===== src/sv/ebm_pkg.sv =====
// Shared types, constants and default parameter values for the extent block mapper.
// No dependencies; every other file of the block imports this package.
package ebm_pkg;

    // Default parameter values
    localparam int unsigned MAX_EXTENTS_DEF     = 16;
    localparam int unsigned BLOCK_SIZE_BITS_DEF = 9;

    // Command codes
    localparam logic CMD_WRITE = 1'b0;
    localparam logic CMD_MAP   = 1'b1;

    // Result status codes
    localparam logic [2:0] ST_MAPPED     = 3'd0;
    localparam logic [2:0] ST_NEGATIVE   = 3'd1;
    localparam logic [2:0] ST_PAST_END   = 3'd2;
    localparam logic [2:0] ST_NO_EXTENT  = 3'd3;
    localparam logic [2:0] ST_WRITE_DONE = 3'd4;

    // Configuration register indexes
    localparam logic [1:0] CFG_DISK_OFFSET  = 2'd0;
    localparam logic [1:0] CFG_FILE_SIZE    = 2'd1;
    localparam logic [1:0] CFG_EXTENT_COUNT = 2'd2;

    // Request word
    typedef struct packed {
        logic               cmd;
        logic        [3:0]  entry_index;
        logic        [31:0] extent_disk_start;
        logic        [23:0] extent_file_start;
        logic        [7:0]  extent_length;
        logic signed [31:0] logical_block;
    } req_t;

    // Response word
    typedef struct packed {
        logic [31:0] disk_block;
        logic [2:0]  status;
    } rsp_t;

    // Controller states
    typedef enum logic [2:0] {
        S_IDLE,
        S_BOUNDS,
        S_SCAN,
        S_ADD_BASE,
        S_ADD_OFFS,
        S_FINISH
    } state_t;

    // Commands from controller to datapath
    typedef struct packed {
        logic accept;
        logic bounds;
        logic scan_step;
        logic add_base;
        logic add_offs;
        logic push_out;
    } ebm_cmd_t;

    // Status from datapath to controller
    typedef struct packed {
        logic is_map;
        logic negative;
        logic past_end;
        logic scan_empty;
        logic scan_hit;
        logic scan_miss_end;
        logic out_busy;
    } ebm_stat_t;

endpackage


===== src/sv/ebm_ctrl.sv =====
// Controller state machine of the extent block mapper.
// Depends on ebm_pkg; drives ebm_dpath through ebm_cmd_t and reads ebm_stat_t.
module ebm_ctrl
    import ebm_pkg::*;
(
    input  logic      clk,
    input  logic      rst_n,
    input  logic      req_valid,
    output logic      req_stall,
    input  ebm_stat_t stat,
    output ebm_cmd_t  cmd
);

    state_t state_reg;
    state_t state_next;

    // Hold the current state
    always_ff @(posedge clk or negedge rst_n)
    begin
        if (!rst_n)
        begin
            state_reg <= S_IDLE;
        end
        else
        begin
            state_reg <= state_next;
        end
    end

    // Choose the next state
    always_comb
    begin
        state_next = state_reg;
        case (state_reg)
            S_IDLE:
            begin
                if (req_valid)
                begin
                    state_next = stat.is_map ? S_BOUNDS : S_FINISH;
                end
            end
            S_BOUNDS:
            begin
                if (stat.negative || stat.past_end || stat.scan_empty)
                begin
                    state_next = S_FINISH;
                end
                else
                begin
                    state_next = S_SCAN;
                end
            end
            S_SCAN:
            begin
                if (stat.scan_hit)
                begin
                    state_next = S_ADD_BASE;
                end
                else if (stat.scan_miss_end)
                begin
                    state_next = S_FINISH;
                end
            end
            S_ADD_BASE:
            begin
                state_next = S_ADD_OFFS;
            end
            S_ADD_OFFS:
            begin
                state_next = S_FINISH;
            end
            S_FINISH:
            begin
                if (!stat.out_busy)
                begin
                    state_next = S_IDLE;
                end
            end
            default:
            begin
                state_next = S_IDLE;
            end
        endcase
    end

    // Decode commands for the datapath
    always_comb
    begin
        req_stall     = (state_reg != S_IDLE);
        cmd.accept    = (state_reg == S_IDLE) && req_valid;
        cmd.bounds    = (state_reg == S_BOUNDS);
        cmd.scan_step = (state_reg == S_SCAN);
        cmd.add_base  = (state_reg == S_ADD_BASE);
        cmd.add_offs  = (state_reg == S_ADD_OFFS);
        cmd.push_out  = (state_reg == S_FINISH) && !stat.out_busy;
    end

endmodule


===== src/sv/ebm_dpath.sv =====
// Datapath of the extent block mapper: configuration registers, extent memory,
// scan counters, result arithmetic and output register. Depends on ebm_pkg.
module ebm_dpath
    import ebm_pkg::*;
#(
    parameter int unsigned MAX_EXTENTS     = MAX_EXTENTS_DEF,
    parameter int unsigned BLOCK_SIZE_BITS = BLOCK_SIZE_BITS_DEF
)
(
    input  logic        clk,
    input  logic        rst_n,
    input  logic        cfg_valid,
    input  logic [1:0]  cfg_index,
    input  logic [31:0] cfg_data,
    input  req_t        req,
    output rsp_t        rsp,
    output logic        rsp_valid,
    input  logic        rsp_stall,
    input  ebm_cmd_t    cmd,
    output ebm_stat_t   stat
);

    localparam int unsigned IDX_W = (MAX_EXTENTS > 1) ? $clog2(MAX_EXTENTS) : 1;
    localparam int unsigned CNT_W = $clog2(MAX_EXTENTS + 1);

    // Configuration state
    logic [31:0] disk_offset_reg;
    logic [4:0]  extent_count_reg;
    logic [31:0] last_blk_reg;
    logic        size_zero_reg;

    // Extent memory: {disk start, file start, length}
    logic [63:0] ext_mem [MAX_EXTENTS];
    logic [63:0] rd_data_reg;

    // Scan control
    logic [CNT_W-1:0] issue_cnt_reg;
    logic [CNT_W-1:0] cmp_cnt_reg;
    logic [CNT_W-1:0] limit_reg;
    logic             rd_valid_reg;

    // Working payload
    logic [31:0] blk_reg;
    logic [31:0] diff_reg;
    logic [31:0] base_reg;
    logic [31:0] acc_reg;
    logic [2:0]  res_status_reg;

    // Output register
    logic rsp_valid_reg;
    rsp_t rsp_reg;

    logic [8:0]       wr_ext;
    logic             wr_en;
    logic [IDX_W-1:0] wr_addr;
    logic [8:0]       cnt_ext;
    logic [8:0]       lim_ext;
    logic             issue;
    logic [31:0]      ent_disk;
    logic [23:0]      ent_file;
    logic [7:0]       ent_len;
    logic [24:0]      ent_end;
    logic             ent_hit;
    logic             cmp_last;

    // Slot write address and range check
    assign wr_ext  = {5'd0, req.entry_index};
    assign wr_en   = cmd.accept && (req.cmd == CMD_WRITE) && (wr_ext < 9'(MAX_EXTENTS));
    assign wr_addr = wr_ext[IDX_W-1:0];

    // Clip the scan length to the table depth
    assign cnt_ext = {4'd0, extent_count_reg};
    assign lim_ext = (cnt_ext > 9'(MAX_EXTENTS)) ? 9'(MAX_EXTENTS) : cnt_ext;

    // Compare the entry read in the previous cycle
    assign issue    = cmd.scan_step && (issue_cnt_reg < limit_reg);
    assign ent_disk = rd_data_reg[63:32];
    assign ent_file = rd_data_reg[31:8];
    assign ent_len  = rd_data_reg[7:0];
    assign ent_end  = {1'b0, ent_file} + {17'd0, ent_len};
    assign ent_hit  = (blk_reg >= {8'd0, ent_file}) && (blk_reg < {7'd0, ent_end});
    assign cmp_last = (cmp_cnt_reg == (limit_reg - CNT_W'(1)));

    // Configuration registers; bound of the file kept ready for the map check
    always_ff @(posedge clk or negedge rst_n)
    begin
        if (!rst_n)
        begin
            disk_offset_reg  <= '0;
            extent_count_reg <= '0;
            last_blk_reg     <= '0;
            size_zero_reg    <= 1'b1;
        end
        else if (cfg_valid)
        begin
            case (cfg_index)
                CFG_DISK_OFFSET:
                begin
                    disk_offset_reg <= cfg_data;
                end
                CFG_FILE_SIZE:
                begin
                    last_blk_reg  <= (cfg_data - 32'd1) >> BLOCK_SIZE_BITS;
                    size_zero_reg <= (cfg_data == 32'd0);
                end
                CFG_EXTENT_COUNT:
                begin
                    extent_count_reg <= cfg_data[4:0];
                end
                default:
                begin
                    disk_offset_reg <= disk_offset_reg;
                end
            endcase
        end
    end

    // Write and read the extent memory
    always_ff @(posedge clk)
    begin
        if (wr_en)
        begin
            ext_mem[wr_addr] <= {req.extent_disk_start, req.extent_file_start,
                                 req.extent_length};
        end
        rd_data_reg <= ext_mem[issue_cnt_reg[IDX_W-1:0]];
    end

    // Advance the scan counters
    always_ff @(posedge clk or negedge rst_n)
    begin
        if (!rst_n)
        begin
            issue_cnt_reg <= '0;
            cmp_cnt_reg   <= '0;
            limit_reg     <= '0;
            rd_valid_reg  <= 1'b0;
        end
        else if (cmd.bounds)
        begin
            issue_cnt_reg <= '0;
            cmp_cnt_reg   <= '0;
            limit_reg     <= lim_ext[CNT_W-1:0];
            rd_valid_reg  <= 1'b0;
        end
        else
        begin
            rd_valid_reg <= issue;
            if (issue)
            begin
                issue_cnt_reg <= issue_cnt_reg + CNT_W'(1);
            end
            if (cmd.scan_step && rd_valid_reg)
            begin
                cmp_cnt_reg <= cmp_cnt_reg + CNT_W'(1);
            end
        end
    end

    // Latch the request, pick the result and build the mapped block
    always_ff @(posedge clk)
    begin
        if (cmd.accept)
        begin
            blk_reg        <= req.logical_block;
            acc_reg        <= '0;
            res_status_reg <= ST_WRITE_DONE;
        end
        if (cmd.bounds)
        begin
            if (blk_reg[31])
            begin
                res_status_reg <= ST_NEGATIVE;
            end
            else if (stat.past_end)
            begin
                res_status_reg <= ST_PAST_END;
            end
            else
            begin
                res_status_reg <= ST_NO_EXTENT;
            end
        end
        if (cmd.scan_step && rd_valid_reg && ent_hit)
        begin
            diff_reg <= blk_reg - {8'd0, ent_file};
            base_reg <= ent_disk;
        end
        if (cmd.add_base)
        begin
            acc_reg <= diff_reg + base_reg;
        end
        if (cmd.add_offs)
        begin
            acc_reg        <= acc_reg + disk_offset_reg;
            res_status_reg <= ST_MAPPED;
        end
        if (cmd.push_out)
        begin
            rsp_reg.disk_block <= acc_reg;
            rsp_reg.status     <= res_status_reg;
        end
    end

    // Hold the result until the consumer takes it
    always_ff @(posedge clk or negedge rst_n)
    begin
        if (!rst_n)
        begin
            rsp_valid_reg <= 1'b0;
        end
        else if (cmd.push_out)
        begin
            rsp_valid_reg <= 1'b1;
        end
        else if (!rsp_stall)
        begin
            rsp_valid_reg <= 1'b0;
        end
    end

    // Report status to the controller
    always_comb
    begin
        stat.is_map        = (req.cmd == CMD_MAP);
        stat.negative      = blk_reg[31];
        stat.past_end      = size_zero_reg || (blk_reg > last_blk_reg);
        stat.scan_empty    = (lim_ext == 9'd0);
        stat.scan_hit      = rd_valid_reg && ent_hit;
        stat.scan_miss_end = rd_valid_reg && !ent_hit && cmp_last;
        stat.out_busy      = rsp_valid_reg && rsp_stall;
    end

    assign rsp       = rsp_reg;
    assign rsp_valid = rsp_valid_reg;

endmodule


===== src/sv/extent_block_mapper.sv =====
// Top level of the extent block mapper: joins controller and datapath.
// Depends on ebm_pkg, ebm_ctrl and ebm_dpath.
//
//   channel   handshake              word
//   --------  ---------------------  --------------------------------------
//   req       req_valid / req_stall  req_t: write extent or map block
//   rsp       rsp_valid / rsp_stall  rsp_t: disk block and status
//   cfg       cfg_valid / cfg_ready  cfg_index, cfg_data (always ready)
//
// A write goes straight to the finish state; a map checks its bounds, scans the
// table, and on a hit adds the extent base and then the disk offset. The scan
// issues one memory read per cycle. One word is in flight; a
// finished result waits in the output register while the next word is taken.
// Reset clears control and configuration; the extent table is not cleared.
// A stalled result holds the block in its finish state.
module extent_block_mapper
    import ebm_pkg::*;
#(
    parameter int unsigned MAX_EXTENTS     = MAX_EXTENTS_DEF,
    parameter int unsigned BLOCK_SIZE_BITS = BLOCK_SIZE_BITS_DEF
)
(
    input  logic        clk,
    input  logic        rst_n,
    input  logic        cfg_valid,
    output logic        cfg_ready,
    input  logic [1:0]  cfg_index,
    input  logic [31:0] cfg_data,
    input  logic        req_valid,
    output logic        req_stall,
    input  req_t        req,
    output logic        rsp_valid,
    input  logic        rsp_stall,
    output rsp_t        rsp
);

    ebm_cmd_t  cmd;
    ebm_stat_t stat;

    // Take configuration writes at any time
    assign cfg_ready = 1'b1;

    ebm_ctrl u_ctrl (
        .clk       (clk),
        .rst_n     (rst_n),
        .req_valid (req_valid),
        .req_stall (req_stall),
        .stat      (stat),
        .cmd       (cmd)
    );

    ebm_dpath #(
        .MAX_EXTENTS     (MAX_EXTENTS),
        .BLOCK_SIZE_BITS (BLOCK_SIZE_BITS)
    ) u_dpath (
        .clk       (clk),
        .rst_n     (rst_n),
        .cfg_valid (cfg_valid),
        .cfg_index (cfg_index),
        .cfg_data  (cfg_data),
        .req       (req),
        .rsp       (rsp),
        .rsp_valid (rsp_valid),
        .rsp_stall (rsp_stall),
        .cmd       (cmd),
        .stat      (stat)
    );

endmodule


===== config.mk =====
export PLATFORM = sky130hd
export DESIGN_NAME = extent_block_mapper
export DESIGN_NICKNAME = d
export VERILOG_FILES = /design/src/sv/ebm_pkg.sv /design/src/sv/ebm_ctrl.sv /design/src/sv/ebm_dpath.sv /design/src/sv/extent_block_mapper.sv
export SDC_FILE = /design/constraint.sdc
export NUM_CORES = 1
export LEC_CHECK = 0
export BUFFER_PORTS_ARGS = -buffer_cell sky130_fd_sc_hd__buf_2
export CAP_MARGIN = 20
export CELL_PAD_IN_SITES_DETAIL_PLACEMENT = 1
export CELL_PAD_IN_SITES_GLOBAL_PLACEMENT = 1
export CORE_ASPECT_RATIO = 0.6
export CORE_MARGIN = 5
export CORE_UTILIZATION = 50
export CTS_CLUSTER_SIZE = 12
export DETAILED_ROUTE_END_ITERATION = 10
export GPL_ROUTABILITY_DRIVEN = 0
export GPL_TIMING_DRIVEN = 0
export PLACE_DENSITY_LB_ADDON = 0.1
export SLEW_MARGIN = 20
export SYNTH_ARGS = -nofsm -noshare
export SYNTH_HDL_FRONTEND = slang
export SYNTH_SLANG_ARGS = --single-unit

===== constraint.sdc =====
create_clock -name clk -period 8.3 [get_ports clk]
set_clock_uncertainty 0.1 [all_clocks]
set_input_delay 0.83 -clock clk [delete_from_list [all_inputs] [get_ports clk]]
set_output_delay 0.83 -clock clk [all_outputs]
set_load 0.01 [all_outputs]

## Yosys cells after proc, flatten, opt, wreduce, memory -nomap -nowiden

Memories as Yosys holds them, arrays and structs flattened. A register that Yosys moved wholly into a read port is not among the register bits.
Index checks and enable logic that the tools add are counted.

- Word-level logic and storage cells: 99
- Memories: 1
- RAM bits: 1,024
- Bits in registers: 247
- Output and inout port bits: 38
- Input port bits: 140

Memory list:

| memory | words | bits a word | read ports | clocked after memory_dff | write ports | line | source |
|---|---|---|---|---|---|---|---|
| u_dpath.ext_mem | 16 | 64 | 1 | 1 | 1 | ebm_dpath.sv:33 | `logic [63:0] ext_mem [MAX_EXTENTS];` |

- $lt $le $gt $ge: 6
- Bitwise logic cells: 1
- Reduce and logical (&&, ||, !) cells: 30
- Equal/unequal tests: 12
- Mux-type cells: 24
- Add/subtract/negate cells: 8

Operators with widths:

| kind | number |
|---|---|
| 32-bit two-way mux | 3 |
| 32-bit adder | 2 |
| 32-bit by 24-bit greater-or-equal comparator with 1-bit output | 1 |
| 32-bit by 23-bit > comparator with 1-bit output | 1 |
| 32-bit zero test | 1 |
| 32-bit by 25-bit less-than comparator with 1-bit output | 1 |
| 32-bit by 1-bit subtractor with 32-bit output, second input constant | 1 |
| 32-bit by 24-bit subtractor with 32-bit output | 1 |
| 3-bit two-way mux | 9 |
| 24-bit by 8-bit adder with 25-bit output | 1 |
| 5-bit two-way mux | 5 |
| 3-bit case mux with 6 select lines | 1 |
| 1-bit logical AND | 12 |
| 5-bit by 1-bit adder with 5-bit output, second input constant | 2 |
| 9-bit zero test | 1 |
| 3-bit by 2-bit == test with 1-bit output, second input constant | 2 |
| 3-bit == test, second input constant | 2 |
| 1-bit two-way mux | 6 |
| 2-bit AND reduction | 3 |
| 2-bit nonzero test | 3 |
| 3-bit nonzero test | 2 |
| 5-bit == test | 1 |
| 5-bit > comparator, second input constant | 1 |
| 4-bit by 5-bit less-than comparator with 1-bit output, second input constant | 1 |
| other kinds (14) | 18 |

## Depth between registers and ports, before layout

- Word-level depth: 9
- Mapped depth: 23
- Depth with buffers taken out: 22

## Cells and area by module

From an unflattened synthesis, not the netlist that was laid out.

- Cells, all modules: 2,930
- Area, all modules: 54,858.9 µm²

By module, submodules not included:

| module | sequential area each (µm²) | area an instance (µm²) | cells an instance | times used |
|---|---|---|---|---|
| ebm_dpath | 38,938.6 | 54,546.1 | 2,894 | 1 |
| ebm_ctrl | 75.1 | 301.5 | 34 | 1 |
| extent_block_mapper | 0.0 | 11.3 | 2 | 1 |

## Worst setup path after synthesis

No wires, ideal clock.

- Kind: input port to flip-flop
- From: input port req_valid
- To: memory u_dpath.ext_mem[0][0] (enable)
- Arrival time: 5,848 ps
- Setup slack: 1,786 ps
- Library setup time: 565 ps
- Required time: 7,635 ps
- Stages on the path: 3
- Path buffers: 0
- Cells stage by stage: nand3_1 > or4_1 > nor3_1

- Word-level cells in the longest chain between the ends: 5

RTL lines:

| item | line | source |
|---|---|---|
| start, declared | extent_block_mapper.sv:29 | `input logic req_valid,` |
| 1-bit logical AND | ebm_ctrl.sv:90 | `cmd.accept = (state_reg == S_IDLE) && req_valid;` |
| 1-bit logical AND (2 in series) | ebm_dpath.sv:68 | `assign wr_en = cmd.accept && (req.cmd == CMD_WRITE) && (wr_ext < 9'(MAX_EXTENTS));` |
| 1-bit two-way mux | ebm_dpath.sv:121 | `if (wr_en)` |
| 1-bit two-way mux (not written as such) | ebm_dpath.sv:123 | `ext_mem[wr_addr] <= {req.extent_disk_start, req.extent_file_start,` |
| end, declared | ebm_dpath.sv:33 |  |

No other way between the ends.

## Final worst setup path

- From: register u_dpath.rd_data_reg[0], read port of u_dpath.ext_mem
- To: register u_dpath.diff_reg[12] (enable)

- Word-level cells in the longest chain between the ends: 4

RTL lines:

| item | line | source |
|---|---|---|
| start, declared | ebm_dpath.sv:34 | `logic [63:0] rd_data_reg;` |
| 24-bit by 8-bit adder with 25-bit output | ebm_dpath.sv:80 | `assign ent_end = {1'b0, ent_file} + {17'd0, ent_len};` |
| 32-bit by 25-bit less-than comparator with 1-bit output | ebm_dpath.sv:81 | `assign ent_hit = (blk_reg >= {8'd0, ent_file}) && (blk_reg < {7'd0, ent_end});` |
| 1-bit logical AND | ebm_dpath.sv:81 |  |
| 1-bit logical AND | ebm_dpath.sv:184 | `if (cmd.scan_step && rd_valid_reg && ent_hit)` |
| end signal, assigned | ebm_dpath.sv:186 | `diff_reg <= blk_reg - {8'd0, ent_file};` |
| end, declared | ebm_dpath.sv:44 | `logic [31:0] diff_reg;` |

No other way between the ends.
A chain may end at the register's enable or synchronous reset.

==> flow_metrics.env <==
export IMPL_ctsLongestPathBuffers=3
export IMPL_fillers=9611
export IMPL_yosys_warnings=0
export IMPL_postRouteAntennaNets=0
export IMPL_cp_class="reg2reg"
export IMPL_max_cap_violations=0
export IMPL_number_of_enable_type_register_cells_in_the_synthesized_netlist=1187
export IMPL_drt_total_wl_um=153000
export IMPL_timing_hold_violations_final=0
export IMPL_synth_distinct_cells=68
export IMPL_net_count_reported_at_finish=3654
export IMPL_layout_area_overhead_vs_synth_pct=15.6
export IMPL_drt_first_iter_violations=3148
export IMPL_power_net_switching_w=0.00389
export IMPL_die_width_um=437
export IMPL_finalMaxSlewViolations=0
export IMPL_initial_util=0.502
export IMPL_clock_share_of_power=0.366
export IMPL_grt_max_degree=57
export IMPL_htree_levels=4
export IMPL_final_cell_area_mm2=0.0633
export IMPL_post_cts_resized_instances=0
export IMPL_cpMostUsedCell="sky130_fd_sc_hd__o21ai_0"
export IMPL_power_switching_fraction=0.251
export IMPL_clock_sink_count=1335
export IMPL_largest_fanout_on_the_critical_path=56
export IMPL_p_int_w=0.0116
export IMPL_yosys_register_bits=1335
export IMPL_layout_worst_path_cycle_share=0.728
export IMPL_worst_endpoint_required_ns=8.61
export IMPL_hp_class="in2reg"
export IMPL_slew_headroom=0.179
export IMPL_syn_mean_instance_area_um2=18.6
export IMPL_setup_viol_count_final=0
export IMPL_synthFlopType="sky130_fd_sc_hd__edfxtp_1"
export IMPL_syn_inst=2942
export IMPL_irDropWorstVdd_uv=195
export IMPL_cts_buffers=134
export IMPL_finish_utilization=0.580
export IMPL_rsz0062_at_grt="false"
export IMPL_critPathCaptureType="register"
export IMPL_die_h_um=266
export IMPL_asyncSetResetFlopFracSynth=0.0607
export IMPL_synthesis_area_mm2=0.0548
export IMPL_final_layout_size_suffix_gt1_frac=0.248
export IMPL_avgViaCountPerCell=6.15
export IMPL_num_io_pins=178
export IMPL_critPathTopFamily="compound AO/OA/AOI/OAI gates"
export IMPL_overflow=0
export IMPL_power_leakage_nw=21.2
export IMPL_outcome="finished clean"
export IMPL_detailedPlacementHpwl_um=108000
export IMPL_gr_usage_all_layers=0.265
export IMPL_clock_root_buffer="sky130_fd_sc_hd__clkbuf_16"
export IMPL_floorplan_die_area_mm2=0.117
export IMPL_critical_path_buf_inv_count=3
export IMPL_max_slew_worst_pin_slew_ns=1.23
export IMPL_cp_arrival_ns=6.35
export IMPL_path_cells="ha_1 > inv_1 > fa_1 > nor2b_1 > o21ai_0 > a21boi_0 > o21ai_0 > a21oi_1 > o21ai_0 > a21o_1 > clkbuf_1 > or3_1 > xnor2_1 > ha_1 > or3_1 > a221oi_1 > o211ai_1 > a21oi_1 > o31a_1 > and3_4 > buf_16"
export IMPL_power_density_cell_area_mw_per_mm2=244
export IMPL_fmaxAchievable_ghz=0.166
export IMPL_grt_pass1_wl_um=223000
export IMPL_drc=0
export IMPL_firstDrtPassIters=6
export IMPL_crit_path_top_delay_cell="sky130_fd_sc_hd__o31a_1"
export IMPL_tritoncts="yes"
export IMPL_grt_pass1_vias=31500
export IMPL_minimum_clock_period_ns=6.04
export IMPL_place_port_buffers=176
export IMPL_timing_critical_path_from_type="register"
export IMPL_largest_reg_flops=1024
export IMPL_fp_row_count=94
export IMPL_antenna_found_initial=24
export IMPL_synth_seq_area_share=0.712
export IMPL_power_share_combinational=0.123
export IMPL_routedWlPerCell_um=31.2
export IMPL_placed_cell_area_mm2=0.0593
export IMPL_floorplan_core_area_mm2=0.109
export IMPL_insertion_delay_ns=0.76
export IMPL_power_frac_seq=0.511
export IMPL_via_count=30200
export IMPL_synth_nets=3234
export IMPL_worst_setup_hold_path_clk_slew_ns=0.07
export IMPL_crit_path_max_incr_delay_ns=0.50
## cells in the mapped netlist, drive strengths merged (6+ instances only)
cell type,number,area [um^2]
a211o,6,52.6
a211oi,12,90.1
a21o,49,368
a21oi,102,510
a31oi,15,93.8
and3,10,62.6
buf,25,97.6
clkbuf,74,278
dfrtp,80,2000
dfxtp,67,1340
edfxtp,1187,35600
ha,148,1850
inv,87,327
mux2,37,417
mux4,320,7210
nand2,97,364
nand2b,20,125
nand3,31,155
nand3b,10,75.1
nand4,18,113
nor2,103,389
nor2b,13,81.3
nor3,44,220
nor4,10,62.6
o211ai,7,52.6
o21a,18,135
o21ai,96,480
o21bai,11,82.6
o22ai,28,175
o31ai,7,52.6
or3,9,62.6
xnor2,86,753
xor2,53,464
## worst reg2reg max path: cells and delay by family, from the launching register on
| kind | cells | cell delay [ns] |
|---|---|---|
| xor gates and xnor gates | 1 | 0.15 |
| DFF | 1 | 0.39 |
| adders and majority gates | 3 | 0.80 |
| buffers and inverters | 3 | 0.56 |
| and+or+nand+nor | 4 | 1.31 |
| AOI/OAI and AO/OA | 10 | 2.34 |
## cell families (layout without fill, tap and decap cells)
logic type      count (synthesis)  in the layout  synth area share
flops                        1335           1335             0.712
simple gates                  390            390            0.0353
compound gates                380            380            0.0428
mux                           359            359             0.140
buf+inv                       186            697            0.0128
fa+ha+maj                     152            152            0.0353
xor+xnor                      139            139            0.0222
other cells                     1             11         0.0000684
## power groups by stage
stage	sequential [W]	clock (W)	combinational [W]
floorplan	0.00800	0	0.00114
global placement	0.00806	0	0.00170
detailed placement	0.00805	0	0.00185
CTS	0.00791	0.00579	0.00188
global route	0.00792	0.00611	0.00206
finish	0.00791	0.00567	0.00190
## layer usage
metal	global-route usage	up-vias	wire length [um]
met5	0	-	27
met4	0.0693	4	3370
met3	0.0449	218	10400
met2	0.410	1118	71000
met1	0.397	16100	68200
li1	-	12700	-
## path summary, 6_finish.rpt
check | startpoint | end | slack (ns) | cells past startpoint
worst min register to register | u_dpath.rd_data_reg[55] | u_dpath.base_reg[23] | 0.31 | 0
worst max register to register | u_dpath.rd_data_reg[0] | u_dpath.diff_reg[12] | 2.26 | 21
min in group asynchronous | rst_n | u_dpath.disk_offset_reg[30] | 0.51 | 2
worst min-delay path | req[0] | u_dpath.blk_reg[0] | 0.15 | 1
max in group asynchronous | rst_n | u_dpath.size_zero_reg | 6.87 | 3
worst max-delay path | u_dpath.rd_data_reg[0] | u_dpath.diff_reg[12] | 2.26 | 21
## cell type report
| type | count | area, um^2 | share of cell area |
|---|---|---|---|
| Sequential cell | 1335 | 39000 | 0.616 |
| Multi-Input combinational cell | 1421 | 15200 | 0.240 |
| Clock buffer | 207 | 3770 | 0.0596 |
| Timing Repair Buffer | 284 | 2590 | 0.0409 |
| Tap cell | 1440 | 1800 | 0.0284 |
| Buffer | 99 | 403 | 0.00636 |
| Inverter | 87 | 327 | 0.00516 |
| Clock inverter | 20 | 195 | 0.00308 |
| Antenna cell | 10 | 25.0 | 0.000395 |
## metrics by stage
stage           TNS, ns  total power (W)  cells  hold slack, ns  worst slack, ns
3_5_place_dp          0          0.00990   4665           0.293             2.29
5_1_grt               0           0.0161   4894           0.116             1.99
2_1_floorplan         0          0.00915   2942           0.286             1.79
3_3_place_gp   -1649.83          0.00975   4558           0.297            -4.89
6_report              0           0.0155   4903           0.148             2.26
4_1_cts               0           0.0156   4893          0.0899             2.23
## cell usage in the layout (no fill, tap or decap), types with 18 or more instances in the layout
cell / n
sky130_fd_sc_hd__nor3_1: 40
sky130_fd_sc_hd__edfxtp_1: 1187
sky130_fd_sc_hd__dfxtp_1: 67
sky130_fd_sc_hd__inv_1: 86
sky130_fd_sc_hd__nor2_1: 89
sky130_fd_sc_hd__xor2_1: 53
sky130_fd_sc_hd__clkbuf_16: 139
sky130_fd_sc_hd__buf_4: 38
sky130_fd_sc_hd__a21o_1: 49
sky130_fd_sc_hd__o21a_1: 18
sky130_fd_sc_hd__buf_16: 21
sky130_fd_sc_hd__buf_12: 33
sky130_fd_sc_hd__xnor2_1: 86
sky130_fd_sc_hd__clkbuf_1: 132
sky130_fd_sc_hd__dfrtp_1: 80
sky130_fd_sc_hd__o21ai_0: 94
sky130_fd_sc_hd__nand3_1: 30
sky130_fd_sc_hd__nand2b_1: 20
sky130_fd_sc_hd__mux4_2: 320
sky130_fd_sc_hd__mux2_2: 37
sky130_fd_sc_hd__nand2_1: 97
sky130_fd_sc_hd__buf_2: 183
sky130_fd_sc_hd__ha_1: 148
sky130_fd_sc_hd__nand4_1: 18
sky130_fd_sc_hd__a21oi_1: 102
sky130_fd_sc_hd__o22ai_1: 28
## what timing repair did
action,in CTS,in global routing
endpoints found under the hold margin,35,0
hold buffers,1,0
setup buffers,0,0
endpoints found under the setup margin,0,0
No activity file was read; power rests on OpenSTA's default activity.
